### config.mk
export PLATFORM = sky130hd
export DESIGN_NAME = selective_repeat_arq_endpoint_core
export DESIGN_NICKNAME = d
export VERILOG_FILES = /design/src/rtl/srarq_pkg.sv /design/src/rtl/srarq_ctrl.sv /design/src/rtl/srarq_dp.sv /design/src/rtl/selective_repeat_arq_endpoint_core.sv
export SDC_FILE = /design/constraint.sdc
export NUM_CORES = 1
export LEC_CHECK = 0
export BUFFER_PORTS_ARGS = -buffer_cell sky130_fd_sc_hd__buf_2
export CAP_MARGIN = 30
export CORE_UTILIZATION = 44
export CTS_BUF_LIST = sky130_fd_sc_hd__clkbuf_8 sky130_fd_sc_hd__clkbuf_16
export CTS_CLUSTER_DIAMETER = 100
export DETAILED_ROUTE_END_ITERATION = 16
export SYNTH_ARGS = -nofsm -noshare
export SYNTH_HDL_FRONTEND = slang
export SYNTH_SLANG_ARGS = --single-unit
### constraint.sdc
create_clock -name clk -period 9.5 [get_ports clk]
set_clock_uncertainty 0.2 [all_clocks]
set_input_delay 0.95 -clock clk [delete_from_list [all_inputs] [get_ports clk]]
set_output_delay 0.95 -clock clk [all_outputs]
set_load 0.02 [all_outputs]
### src/rtl/srarq_pkg.sv
// Package for the selective-repeat endpoint: widths, codes, types and the window test.
// Depends on nothing; used by every RTL module of the block.
package srarq_pkg;

    localparam int SEQ_BITS     = 3;
    localparam int PAYLOAD_BITS = 32;
    localparam int NR_BUFS      = (1 << SEQ_BITS) / 2;
    localparam int SLOT_BITS    = SEQ_BITS - 1;
    localparam int CNT_BITS     = SEQ_BITS;
    localparam int S_DATA_BITS  = ((2 * PAYLOAD_BITS + 3 * SEQ_BITS + 7) / 8) * 8;
    localparam int S_USER_BITS  = 4;
    localparam int M_DATA_BITS  = ((PAYLOAD_BITS + 2 * SEQ_BITS + SLOT_BITS + 4 + 7) / 8) * 8;
    localparam int M_USER_BITS  = 3;

    typedef logic [SEQ_BITS-1:0]     seq_t;
    typedef logic [SLOT_BITS-1:0]    slot_t;
    typedef logic [PAYLOAD_BITS-1:0] payload_t;
    typedef logic [CNT_BITS-1:0]     cnt_t;

    // Event codes.
    typedef enum logic [2:0] {
        OP_NET_READY = 3'd0,
        OP_ARRIVAL   = 3'd1,
        OP_CKSUM_ERR = 3'd2,
        OP_TIMEOUT   = 3'd3,
        OP_ACK_TMO   = 3'd4
    } op_t;

    // Result kinds.
    typedef enum logic [1:0] {
        KIND_FRAME   = 2'd0,
        KIND_DELIVER = 2'd1,
        KIND_STATUS  = 2'd2
    } kind_t;

    typedef enum logic [2:0] {
        ST_IDLE,
        ST_ACK,
        ST_DELIVER,
        ST_FRAME,
        ST_STATUS
    } state_t;

    // Commands from the controller to the datapath.
    typedef struct packed {
        logic accept;
        logic ack_step;
        logic deliver;
        logic emit_frame;
        logic emit_status;
    } cmd_t;

    // Status from the datapath to the controller.
    typedef struct packed {
        logic [2:0] op;
        logic       win_full;
        logic       ack_more;
        logic       deliver_more;
        logic       out_free;
    } stat_t;

    // True when b lies in the circular interval from a up to but not including c.
    function automatic logic in_window(input seq_t a, input seq_t b, input seq_t c);
        return ((a <= b) && (b < c)) || ((c < a) && (a <= b)) || ((b < c) && (c < a));
    endfunction

endpackage

### src/rtl/srarq_ctrl.sv
// Controller state machine of the selective-repeat endpoint.
// Depends on srarq_pkg; drives the datapath through command signals only.
module srarq_ctrl (
    input  logic             clk,
    input  logic             rst_n,
    input  logic             s_tvalid,
    output logic             s_tready,
    input  srarq_pkg::stat_t stat,
    output srarq_pkg::cmd_t  cmd
);
    import srarq_pkg::*;

    state_t state_reg;
    state_t state_next;

    // State register.
    always_ff @(posedge clk or negedge rst_n)
    begin
        if (!rst_n)
        begin
            state_reg <= ST_IDLE;
        end
        else
        begin
            state_reg <= state_next;
        end
    end

    // Next state and commands.
    always_comb
    begin
        state_next = state_reg;
        cmd        = '0;
        s_tready   = 1'b0;
        case (state_reg)
            ST_IDLE:
            begin
                s_tready = 1'b1;
                if (s_tvalid)
                begin
                    cmd.accept = 1'b1;
                    case (stat.op)
                        OP_NET_READY: state_next = stat.win_full ? ST_STATUS : ST_FRAME;
                        OP_ARRIVAL:   state_next = ST_ACK;
                        OP_TIMEOUT:   state_next = ST_FRAME;
                        OP_ACK_TMO:   state_next = ST_FRAME;
                        default:      state_next = ST_STATUS;
                    endcase
                end
            end
            ST_ACK:
            begin
                // Piggybacked acks are taken first so every result sees the final count.
                if (stat.ack_more)
                begin
                    cmd.ack_step = 1'b1;
                end
                else
                begin
                    state_next = ST_DELIVER;
                end
            end
            ST_DELIVER:
            begin
                if (!stat.deliver_more)
                begin
                    state_next = ST_STATUS;
                end
                else if (stat.out_free)
                begin
                    cmd.deliver = 1'b1;
                end
            end
            ST_FRAME:
            begin
                if (stat.out_free)
                begin
                    cmd.emit_frame = 1'b1;
                    state_next     = ST_STATUS;
                end
            end
            ST_STATUS:
            begin
                if (stat.out_free)
                begin
                    cmd.emit_status = 1'b1;
                    state_next      = ST_IDLE;
                end
            end
            default:
            begin
                state_next = ST_IDLE;
            end
        endcase
    end

endmodule

### src/rtl/srarq_dp.sv
// Datapath of the selective-repeat endpoint: window state, buffers and output register.
// Depends on srarq_pkg; steered by the commands of srarq_ctrl.
module srarq_dp (
    input  logic                                clk,
    input  logic                                rst_n,
    input  logic [srarq_pkg::S_DATA_BITS-1:0]   s_tdata,
    input  logic [srarq_pkg::S_USER_BITS-1:0]   s_tuser,
    output logic                                m_tvalid,
    input  logic                                m_tready,
    output logic [srarq_pkg::M_DATA_BITS-1:0]   m_tdata,
    output logic [srarq_pkg::M_USER_BITS-1:0]   m_tuser,
    output logic                                m_tlast,
    input  srarq_pkg::cmd_t                     cmd,
    output srarq_pkg::stat_t                    stat
);
    import srarq_pkg::*;

    // Unpacked request fields.
    logic [2:0] in_op;
    logic       in_is_data;
    payload_t   in_packet;
    seq_t       in_rseq;
    seq_t       in_rack;
    payload_t   in_payload;
    seq_t       in_tseq;

    assign in_op      = s_tuser[2:0];
    assign in_is_data = s_tuser[3];
    assign in_packet  = s_tdata[PAYLOAD_BITS-1:0];
    assign in_rseq    = s_tdata[PAYLOAD_BITS +: SEQ_BITS];
    assign in_rack    = s_tdata[PAYLOAD_BITS+SEQ_BITS +: SEQ_BITS];
    assign in_payload = s_tdata[PAYLOAD_BITS+2*SEQ_BITS +: PAYLOAD_BITS];
    assign in_tseq    = s_tdata[2*PAYLOAD_BITS+2*SEQ_BITS +: SEQ_BITS];

    // Window state.
    seq_t                ale_reg;
    seq_t                nss_reg;
    seq_t                es_reg;
    seq_t                rue_reg;
    cnt_t                cnt_reg;
    logic [NR_BUFS-1:0]  marks_reg;
    payload_t            out_store_reg [NR_BUFS];
    payload_t            in_store_reg  [NR_BUFS];

    // Per-event latches.
    seq_t                rack_reg;
    logic                fr_data_reg;
    seq_t                fr_seq_reg;

    // Output register.
    logic                m_valid_reg;
    logic [M_DATA_BITS-1:0] m_data_reg;
    logic [M_USER_BITS-1:0] m_user_reg;
    logic                m_last_reg;

    logic                win_full;
    logic                rx_ok;
    logic                out_free;
    logic                net_en;
    slot_t               es_slot;
    slot_t               fr_slot;
    seq_t                tx_ack;
    logic [M_DATA_BITS-1:0] m_data_new;
    logic [M_USER_BITS-1:0] m_user_new;

    assign win_full = (cnt_reg >= cnt_t'(NR_BUFS));
    assign net_en   = !win_full;
    assign rx_ok    = in_is_data && in_window(es_reg, in_rseq, rue_reg)
                      && !marks_reg[in_rseq[SLOT_BITS-1:0]];
    assign out_free = !m_valid_reg || m_tready;
    assign es_slot  = es_reg[SLOT_BITS-1:0];
    assign fr_slot  = fr_seq_reg[SLOT_BITS-1:0];
    assign tx_ack   = es_reg - seq_t'(1);

    assign stat.op           = in_op;
    assign stat.win_full     = win_full;
    assign stat.ack_more     = in_window(ale_reg, rack_reg, nss_reg);
    assign stat.deliver_more = marks_reg[es_slot];
    assign stat.out_free     = out_free;

    // Window edges, counters and arrival marks.
    always_ff @(posedge clk or negedge rst_n)
    begin
        if (!rst_n)
        begin
            ale_reg   <= '0;
            nss_reg   <= '0;
            es_reg    <= '0;
            rue_reg   <= seq_t'(NR_BUFS);
            cnt_reg   <= '0;
            marks_reg <= '0;
        end
        else
        begin
            if (cmd.accept && (in_op == OP_NET_READY) && !win_full)
            begin
                cnt_reg <= cnt_reg + cnt_t'(1);
                nss_reg <= nss_reg + seq_t'(1);
            end
            if (cmd.accept && (in_op == OP_ARRIVAL) && rx_ok)
            begin
                marks_reg[in_rseq[SLOT_BITS-1:0]] <= 1'b1;
            end
            if (cmd.ack_step)
            begin
                if (cnt_reg != '0)
                begin
                    cnt_reg <= cnt_reg - cnt_t'(1);
                end
                ale_reg <= ale_reg + seq_t'(1);
            end
            if (cmd.deliver)
            begin
                marks_reg[es_slot] <= 1'b0;
                es_reg             <= es_reg + seq_t'(1);
                rue_reg            <= rue_reg + seq_t'(1);
            end
        end
    end

    // Buffers and per-event latches.
    always_ff @(posedge clk)
    begin
        if (cmd.accept)
        begin
            rack_reg <= in_rack;
            case (in_op)
                OP_NET_READY:
                begin
                    fr_data_reg <= 1'b1;
                    fr_seq_reg  <= nss_reg;
                    if (!win_full)
                    begin
                        out_store_reg[nss_reg[SLOT_BITS-1:0]] <= in_packet;
                    end
                end
                OP_TIMEOUT:
                begin
                    fr_data_reg <= 1'b1;
                    fr_seq_reg  <= in_tseq;
                end
                OP_ARRIVAL:
                begin
                    fr_data_reg <= 1'b0;
                    fr_seq_reg  <= '0;
                    if (rx_ok)
                    begin
                        in_store_reg[in_rseq[SLOT_BITS-1:0]] <= in_payload;
                    end
                end
                default:
                begin
                    fr_data_reg <= 1'b0;
                    fr_seq_reg  <= '0;
                end
            endcase
        end
    end

    // Result formatting: tx_seq, tx_ack, data_out, retx_start, timer_slot,
    // ack_tmr_start, net_enable from bit 0; tuser holds result_kind, tx_is_data.
    always_comb
    begin
        m_data_new = '0;
        m_user_new = '0;
        m_data_new[2*SEQ_BITS+PAYLOAD_BITS+SLOT_BITS+2] = net_en;
        if (cmd.emit_frame)
        begin
            m_user_new = {fr_data_reg, KIND_FRAME};
            m_data_new[SEQ_BITS +: SEQ_BITS] = tx_ack;
            if (fr_data_reg)
            begin
                m_data_new[SEQ_BITS-1:0]                        = fr_seq_reg;
                m_data_new[2*SEQ_BITS +: PAYLOAD_BITS]          = out_store_reg[fr_slot];
                m_data_new[2*SEQ_BITS+PAYLOAD_BITS]             = 1'b1;
                m_data_new[2*SEQ_BITS+PAYLOAD_BITS+1 +: SLOT_BITS] = fr_slot;
            end
        end
        else if (cmd.deliver)
        begin
            m_user_new = {1'b0, KIND_DELIVER};
            m_data_new[2*SEQ_BITS +: PAYLOAD_BITS]          = in_store_reg[es_slot];
            m_data_new[2*SEQ_BITS+PAYLOAD_BITS+SLOT_BITS+1] = 1'b1;
        end
        else
        begin
            m_user_new = {1'b0, KIND_STATUS};
        end
    end

    // Output valid flag.
    always_ff @(posedge clk or negedge rst_n)
    begin
        if (!rst_n)
        begin
            m_valid_reg <= 1'b0;
        end
        else if (cmd.emit_frame || cmd.deliver || cmd.emit_status)
        begin
            m_valid_reg <= 1'b1;
        end
        else if (m_tready)
        begin
            m_valid_reg <= 1'b0;
        end
    end

    // Output payload.
    always_ff @(posedge clk)
    begin
        if (cmd.emit_frame || cmd.deliver || cmd.emit_status)
        begin
            m_data_reg <= m_data_new;
            m_user_reg <= m_user_new;
            m_last_reg <= cmd.emit_status;
        end
    end

    assign m_tvalid = m_valid_reg;
    assign m_tdata  = m_data_reg;
    assign m_tuser  = m_user_reg;
    assign m_tlast  = m_last_reg;

endmodule

### src/rtl/selective_repeat_arq_endpoint_core.sv
// Selective-repeat endpoint: one event per request, up to five results each.
// An event is accepted in the idle state; an arrival then steps through each acknowledged
// frame and each in-order delivery, other events may emit one frame, and every event ends
// with the status result. A result waits while the output register is held. The next request
// is taken in the cycle after the status result enters the output register.
// Reset is asynchronous, active low, resets the windows and clears counters and arrival marks.
module selective_repeat_arq_endpoint_core (
    input  logic                                clk,
    input  logic                                rst_n,
    input  logic                                s_tvalid,
    output logic                                s_tready,
    // packet_in, rx_seq, rx_ack, rx_payload, timed_out_seq, zero padding
    input  logic [srarq_pkg::S_DATA_BITS-1:0]   s_tdata,
    // op, rx_is_data
    input  logic [srarq_pkg::S_USER_BITS-1:0]   s_tuser,
    output logic                                m_tvalid,
    input  logic                                m_tready,
    // tx_seq, tx_ack, data_out, retx_start, timer_slot, ack_tmr_start,
    // net_enable, zero padding
    output logic [srarq_pkg::M_DATA_BITS-1:0]   m_tdata,
    // result_kind, tx_is_data
    output logic [srarq_pkg::M_USER_BITS-1:0]   m_tuser,
    output logic                                m_tlast
);
    import srarq_pkg::*;

    cmd_t  cmd;
    stat_t stat;

    srarq_ctrl u_ctrl (
        .clk      (clk),
        .rst_n    (rst_n),
        .s_tvalid (s_tvalid),
        .s_tready (s_tready),
        .stat     (stat),
        .cmd      (cmd)
    );

    srarq_dp u_dp (
        .clk      (clk),
        .rst_n    (rst_n),
        .s_tdata  (s_tdata),
        .s_tuser  (s_tuser),
        .m_tvalid (m_tvalid),
        .m_tready (m_tready),
        .m_tdata  (m_tdata),
        .m_tuser  (m_tuser),
        .m_tlast  (m_tlast),
        .cmd      (cmd),
        .stat     (stat)
    );

endmodule

* Word level (Yosys, flattened, before mapping)
Memories as Yosys holds them, arrays and structs flattened. A register that Yosys moved wholly into a read port is not among the register bits.
Index checks and enable logic that the tools add are counted.
** Cells by class
- Add/subtract/negate cells :: 7
- Magnitude comparators :: 11
- Equal/unequal tests :: 12
- Mux-type cells :: 50
- Bitwise gates (word level) :: 3
- Reductions and logical operators :: 32
** Operators by type and width (number)
- 2-to-1 mux 32 bit :: 2
- 2-to-1 mux 33 bit :: 1
- 2-to-1 mux 3 bit :: 10
- 2-to-1 mux 1 bit :: 26
- adder 3 x 1 -> 3 bit (second input constant) :: 5
- case mux 3 bit (5 select lines) :: 1
- logical AND 1 bit :: 14
- less-than comparator 3 bit :: 4
- equality test 3 x 2 -> 1 bit (second input constant) :: 3
- case mux 3 bit (3 select lines) :: 1
- 2-to-1 mux 4 bit :: 2
- logical OR 1 bit :: 7
- equality test 3 x 1 -> 1 bit (second input constant) :: 2
- equality test 3 bit (second input constant) :: 2
- less-or-equal comparator 3 bit :: 2
- zero test 3 bit :: 2
- less-than comparator 2 x 3 -> 1 bit (second input constant) :: 2
- != test 2 bit (second input constant) :: 3
- case mux 3 bit (2 select lines) :: 1
- subtractor 3 x 1 -> 3 bit (second input constant) :: 2
- AND reduction 5 bit :: 1
- bitwise AND 4 bit :: 1
- binary-select mux 1 bit (select 2 bit) :: 2
- demux 1 bit (select 2 bit) :: 2
- other kinds (11) :: 17
** Storage, ports and cells
- Bits in registers :: 77
- Bits in writable memories :: 256
- Bits of input ports :: 88
- Logic and storage cells :: 135
- Memories kept :: 2
** Memories
- u_dp.in_store_reg :: words 4, width 32, rd ports 1, clocked after memory_dff 0, wr ports 1, line srarq_dp.sv:43 : payload_t in_store_reg [NR_BUFS];
- u_dp.out_store_reg :: words 4, width 32, rd ports 1, clocked after memory_dff 1, wr ports 1, line srarq_dp.sv:42 : payload_t out_store_reg [NR_BUFS];

* Longest topological paths before layout
- Word-level depth :: 10
- Depth in mapped cells :: 9
- Depth with buffers taken out :: 8

* By module
From an unflattened synthesis, not the netlist that was laid out.
** Unflattened totals
- Cell total of the unflattened synthesis :: 665
- Area, all modules :: 13135.1 um^2
** Modules (own cells, without submodules)
- srarq_dp :: times used 1, cells an instance 628, area an instance 12839.8 um^2, seq. area each 9730.6 um^2
- srarq_ctrl :: times used 1, cells an instance 37, area an instance 295.3 um^2, seq. area each 75.1 um^2

* Worst setup path before layout
OpenSTA, ideal clock, no wires.
- Path type :: input port to flip-flop
- Start point :: in s_tdata[33] (netlist name)
- End point :: mem u_dp.in_store_reg[0][0] (netlist name) (enable)
- Setup time :: 0.502 ns
- Arrival :: 5.011 ns
- Data required time :: 8.798 ns
- Slack :: 3.787 ns
- Stages :: 8
- Cell sequence :: inv_1 > ha_1 > nor2b_1 > o21ai_0 > nand2b_1 > a22oi_1 > o21ai_0 > nor4_1
** Between the ends
- Longest elaborated chain between the ends :: 10
- Elaborated cells between the ends (all ways) :: 16
- Those cells by class :: 2 x order compare; 6 x mux; 8 x reduce/logical
** RTL lines
- start: declaration :: line selective_repeat_arq_endpoint_core.sv:13 : input logic [srarq_pkg::S_DATA_BITS-1:0] s_tdata,
- less-or-equal comparator 3 bit or less-than comparator 3 bit (tied branches) :: line srarq_pkg.sv:64 : return ((a <= b) && (b < c)) || ((c < a) && (a <= b)) || ((b < c) && (c < a));
- logical AND 1 bit :: line srarq_pkg.sv:64
- logical OR 1 bit (2 in series) :: line srarq_pkg.sv:64
- logical AND 1 bit :: line srarq_dp.sv:68 : assign rx_ok = in_is_data && in_window(es_reg, in_rseq, rue_reg)
- logical AND 1 bit :: line srarq_dp.sv:69 : && !marks_reg[in_rseq[SLOT_BITS-1:0]];
- 2-to-1 mux 1 bit :: line srarq_dp.sv:146 : if (rx_ok)
- 2-to-1 mux 1 bit :: line srarq_dp.sv:127 : case (in_op)
- 2-to-1 mux 1 bit :: line srarq_dp.sv:124 : if (cmd.accept)
- 2-to-1 mux 1 bit (implied by the code) :: line srarq_dp.sv:148 : in_store_reg[in_rseq[SLOT_BITS-1:0]] <= in_payload;
- end: declaration :: line srarq_dp.sv:43
Several ways; a longest one is shown, not always the timed one. The select of a mux whose other input is x is not followed.

* Worst setup path in the final report
- Start point :: reg u_dp.es_reg[0]
- End point :: mem u_dp.in_store_reg[0][18] (netlist name) (enable)
** Between the ends
- Longest elaborated chain between the ends :: 10
- Elaborated cells between the ends (all ways) :: 13
- Those cells by class :: 2 x order compare; 4 x mux; 7 x reduce/logical
** RTL lines
- start: declaration :: line srarq_dp.sv:38 : seq_t es_reg;
- start signal: assignment :: line srarq_dp.sv:115 : es_reg <= es_reg + seq_t'(1);
- less-or-equal comparator 3 bit or less-than comparator 3 bit (tied branches) :: line srarq_pkg.sv:64
- logical AND 1 bit :: line srarq_pkg.sv:64
- logical OR 1 bit :: line srarq_pkg.sv:64
- logical OR 1 bit * :: line srarq_pkg.sv:64
- logical AND 1 bit * :: line srarq_dp.sv:68
- logical AND 1 bit * :: line srarq_dp.sv:69
- 2-to-1 mux 1 bit * :: line srarq_dp.sv:146
- 2-to-1 mux 1 bit * :: line srarq_dp.sv:127
- 2-to-1 mux 1 bit * :: line srarq_dp.sv:124
- 2-to-1 mux 1 bit (implied by the code) * :: line srarq_dp.sv:148
Mark *: on every way between the ends. The rest lies on a longest branch, timed or not.

==> flow_summary.json <==
{
  "avgRoutedWirePerCell_um": 22.0,
  "seqCellArea_um2": 9810,
  "place.detailed.hpwl_um": 16000,
  "setup.worst_path.end_class": "flip-flop",
  "port_buffers": 129,
  "clk_latency_ps": 520,
  "core_area_um2": 28900,
  "regToRegSetupSlack_ps": 5990,
  "crit_chain": "buf_4 > inv_1 > ha_1 > nand3_1 > a22oi_1 > o21ai_0 > nor4_2 > buf_4",
  "ff2ff_path_depth": 8,
  "pre_cts_ws_ps": 5780,
  "worst_slew_pin_slew_ps": 967,
  "min_path_type": "input pin to asynchronous set/reset pin",
  "cts_buffers": 36,
  "tns_ps": 0,
  "area_growth_syn_to_layout_pct": 17.4,
  "critPathBufInv": 3,
  "clock_path_buffers": 3,
  "via_count": 6501,
  "fin_crit_ps": 3510,
  "maxSlewViolCount": 0,
  "critPathLaunchType": "flip-flop",
  "power_density_nw_per_um2": 259,
  "drcViolationCount": 0,
  "fmax_ghz": 0.285,
  "antenna_found_initial": 6,
  "io_pins": 142,
  "routabilityCongestion": 0.819,
  "cts_root_buf": "clkbuf_16",
  "synth_warnings": 0,
  "synth_cells": 650,
  "hold_buffers": 0,
  "cp.arrival_ps": 3440,
  "cts_setup_buffers": 0,
  "yosysUniqueCellTypes": 43,
  "grt_pass1_vias": 7043,
  "dr.pass1.iters": 4,
  "status": "complete, no violations",
  "worstPathRequired_ps": 9430,
  "rows": 62,
  "ant_nets": 0,
  "multi_input_area_um2": 3000,
  "first_iter_violations": 456,
  "crit_top_cell": "buf_4",
  "die_x_um": 174,
  "die-area_um2": 30300,
  "drive_gt1_share_pct": 34.0,
  "power.total_mw": 3.96,
  "slew_headroom_pct": 35.5,
  "grtUsageTotal_pct": 18.0,
  "synth-seq-cells": 331,
  "crit_slowest_cell": "buf_4",
  "grt_pass1_wl_um": 40700,
  "cts_tree": "yes",
  "critPathKind": "flip-flop to flip-flop",
  "timing.rr.end": "u_dp.in_store_reg[0][18]",
  "worstPathMaxFanout": 37,
  "p_leak_nw": 5.44,
  "grt_max_degree": 46,
  "wl_um": 26600,
  "via_per_inst": 5.36,
  "setup_viol": 0,
  "nets": 917,
  "crit_family": "buffers and inverters",
  "start_util_pct": 45.0,
  "cts_resized": 0,
  "ir_drop_mv": 0.142,
  "setup_ws_ps": 5990,
  "syn_area_um2": 13000,
  "finalHoldViolCount": 0,
  "avgSynthCellArea_um2": 20.0,
  "fillers": 2314,
  "gr-total-overflow": 0,
  "clock-sinks": 331,
  "final_util_pct": 52.8,
  "cpPeakStageDelay_ps": 610,
  "rsz0062_at_grt": "false",
  "clkTransAtPathRegs_ps": 60,
  "yosysSeqAreaShare_pct": 75.3,
  "maxCapViolations": 0,
  "die-height_um": 174,
  "h-tree-depth": 2,
  "reg2reg_from": "u_dp.es_reg[0]",
  "final.period_utilization_pct": 36.9
}
[layer usage]
layer | track usage (%) | routed length (µm)
met5 | 0 | 41
met3 | 4.11 | 1510
met1 | 22.7 | 11000
met2 | 31.5 | 13700
met4 | 4.35 | 435
[Yosys cell counts (all sizes together)]
cell type,instances,area (µm²)
o32ai,1,8.76
o211ai,1,7.51
and2,6,40.0
a22o,36,315
or3,1,11.3
ha,29,363
buf,25,155
nor4,3,18.8
inv,23,86.3
dfxtp,2,40.0
nor2,23,93.8
mux2,4,45.0
nor2b,4,25.0
nand2b,6,37.5
o31ai,1,7.51
edfxtp,306,9190
a32oi,1,8.76
a22oi,5,37.5
a21boi,1,7.51
dfstp,1,26.3
o41ai,1,8.76
o21ai,14,70.1
and3,8,50.1
xnor2,10,87.6
dfrtp,22,551
conb,1,3.75
a31oi,2,12.5
a21o,2,15.0
nor3,3,37.5
nand2,18,67.6
mux4,65,1460
nand3,4,20.0
a211oi,4,30.0
a21oi,6,30.0
clkbuf,9,33.8
mux2i,2,20.0
[power by group]
group          internal [mW]  switching [mW]  total (mW)
Sequential              1.74          0.0925        1.84
Combinational          0.356           0.479       0.835
Clock                  0.749           0.543        1.29
Total                   2.85            1.11        3.96
[worst max path at each step]
stage,start,endpoint,slack [ps],cells after the start
finish,u_dp.es_reg[0],u_dp.in_store_reg[0][18],5990,8
global route,u_dp.es_reg[0],u_dp.in_store_reg[0][15],5760,8
CTS,u_dp.es_reg[0],u_dp.in_store_reg[3][12],5930,8
detailed placement,s_tdata[33],u_dp.in_store_reg[0][15],5780,10
global placement,u_dp.es_reg[1],u_dp.in_store_reg[0][10],5830,8
floorplan,s_tdata[33],u_dp.in_store_reg[0][0],3790,8
[layout by cell type (no fill, tap or decap), types with 3 or more instances in the layout]
cell type,n
a22o_1,36
nor2_1,22
edfxtp_1,306
a22oi_1,5
clkinv_1,8
and2_2,4
conb_1,5
mux2_2,4
nand2_1,18
clkinv_2,6
o21ai_0,12
clkinvlp_4,3
buf_4,8
buf_12,5
clkbuf_16,36
xnor2_1,10
buf_2,129
nand3_1,4
inv_1,28
nor4_2,3
a211oi_1,4
a21oi_1,6
nor2b_1,4
ha_1,29
and3_1,8
dfrtp_1,20
mux4_2,65
nand2b_1,6
[stage by stage]
stage | instance area (µm²) | cells | hold slack (ps)
floorplan | 13000 | 654 | 268
global placement | 14100 | 1141 | 287
detailed placement | 14200 | 1146 | 294
CTS | 15300 | 1210 | 248
global route | 15300 | 1210 | 263
finish | 15300 | 1212 | 242
[kinds of logic after synthesis]
kind of cell	share of synthesized area (%)
buffers and inverters	2.11
multiplexers	11.7
AO/OA/AOI/OAI	4.29
other	0.0288
flip-flops	75.3
XOR/XNOR	0.672
AND/OR/NAND/NOR	3.08
adder cells (fa/ha/maj)	2.79
[area by class of cell]
| class | instances | area share [%] |
|---|---|---|
| sequential | 331 | 64.2 |
| multi-input combinational | 266 | 19.6 |
| clock buffer | 36 | 5.89 |
| timing repair buffer | 142 | 5.27 |
| tap | 384 | 3.14 |
| clock inverter | 28 | 1.33 |
| inverter | 23 | 0.565 |
| antenna | 2 | 0.0327 |
Note: power is estimated with default switching activity, not from simulation.
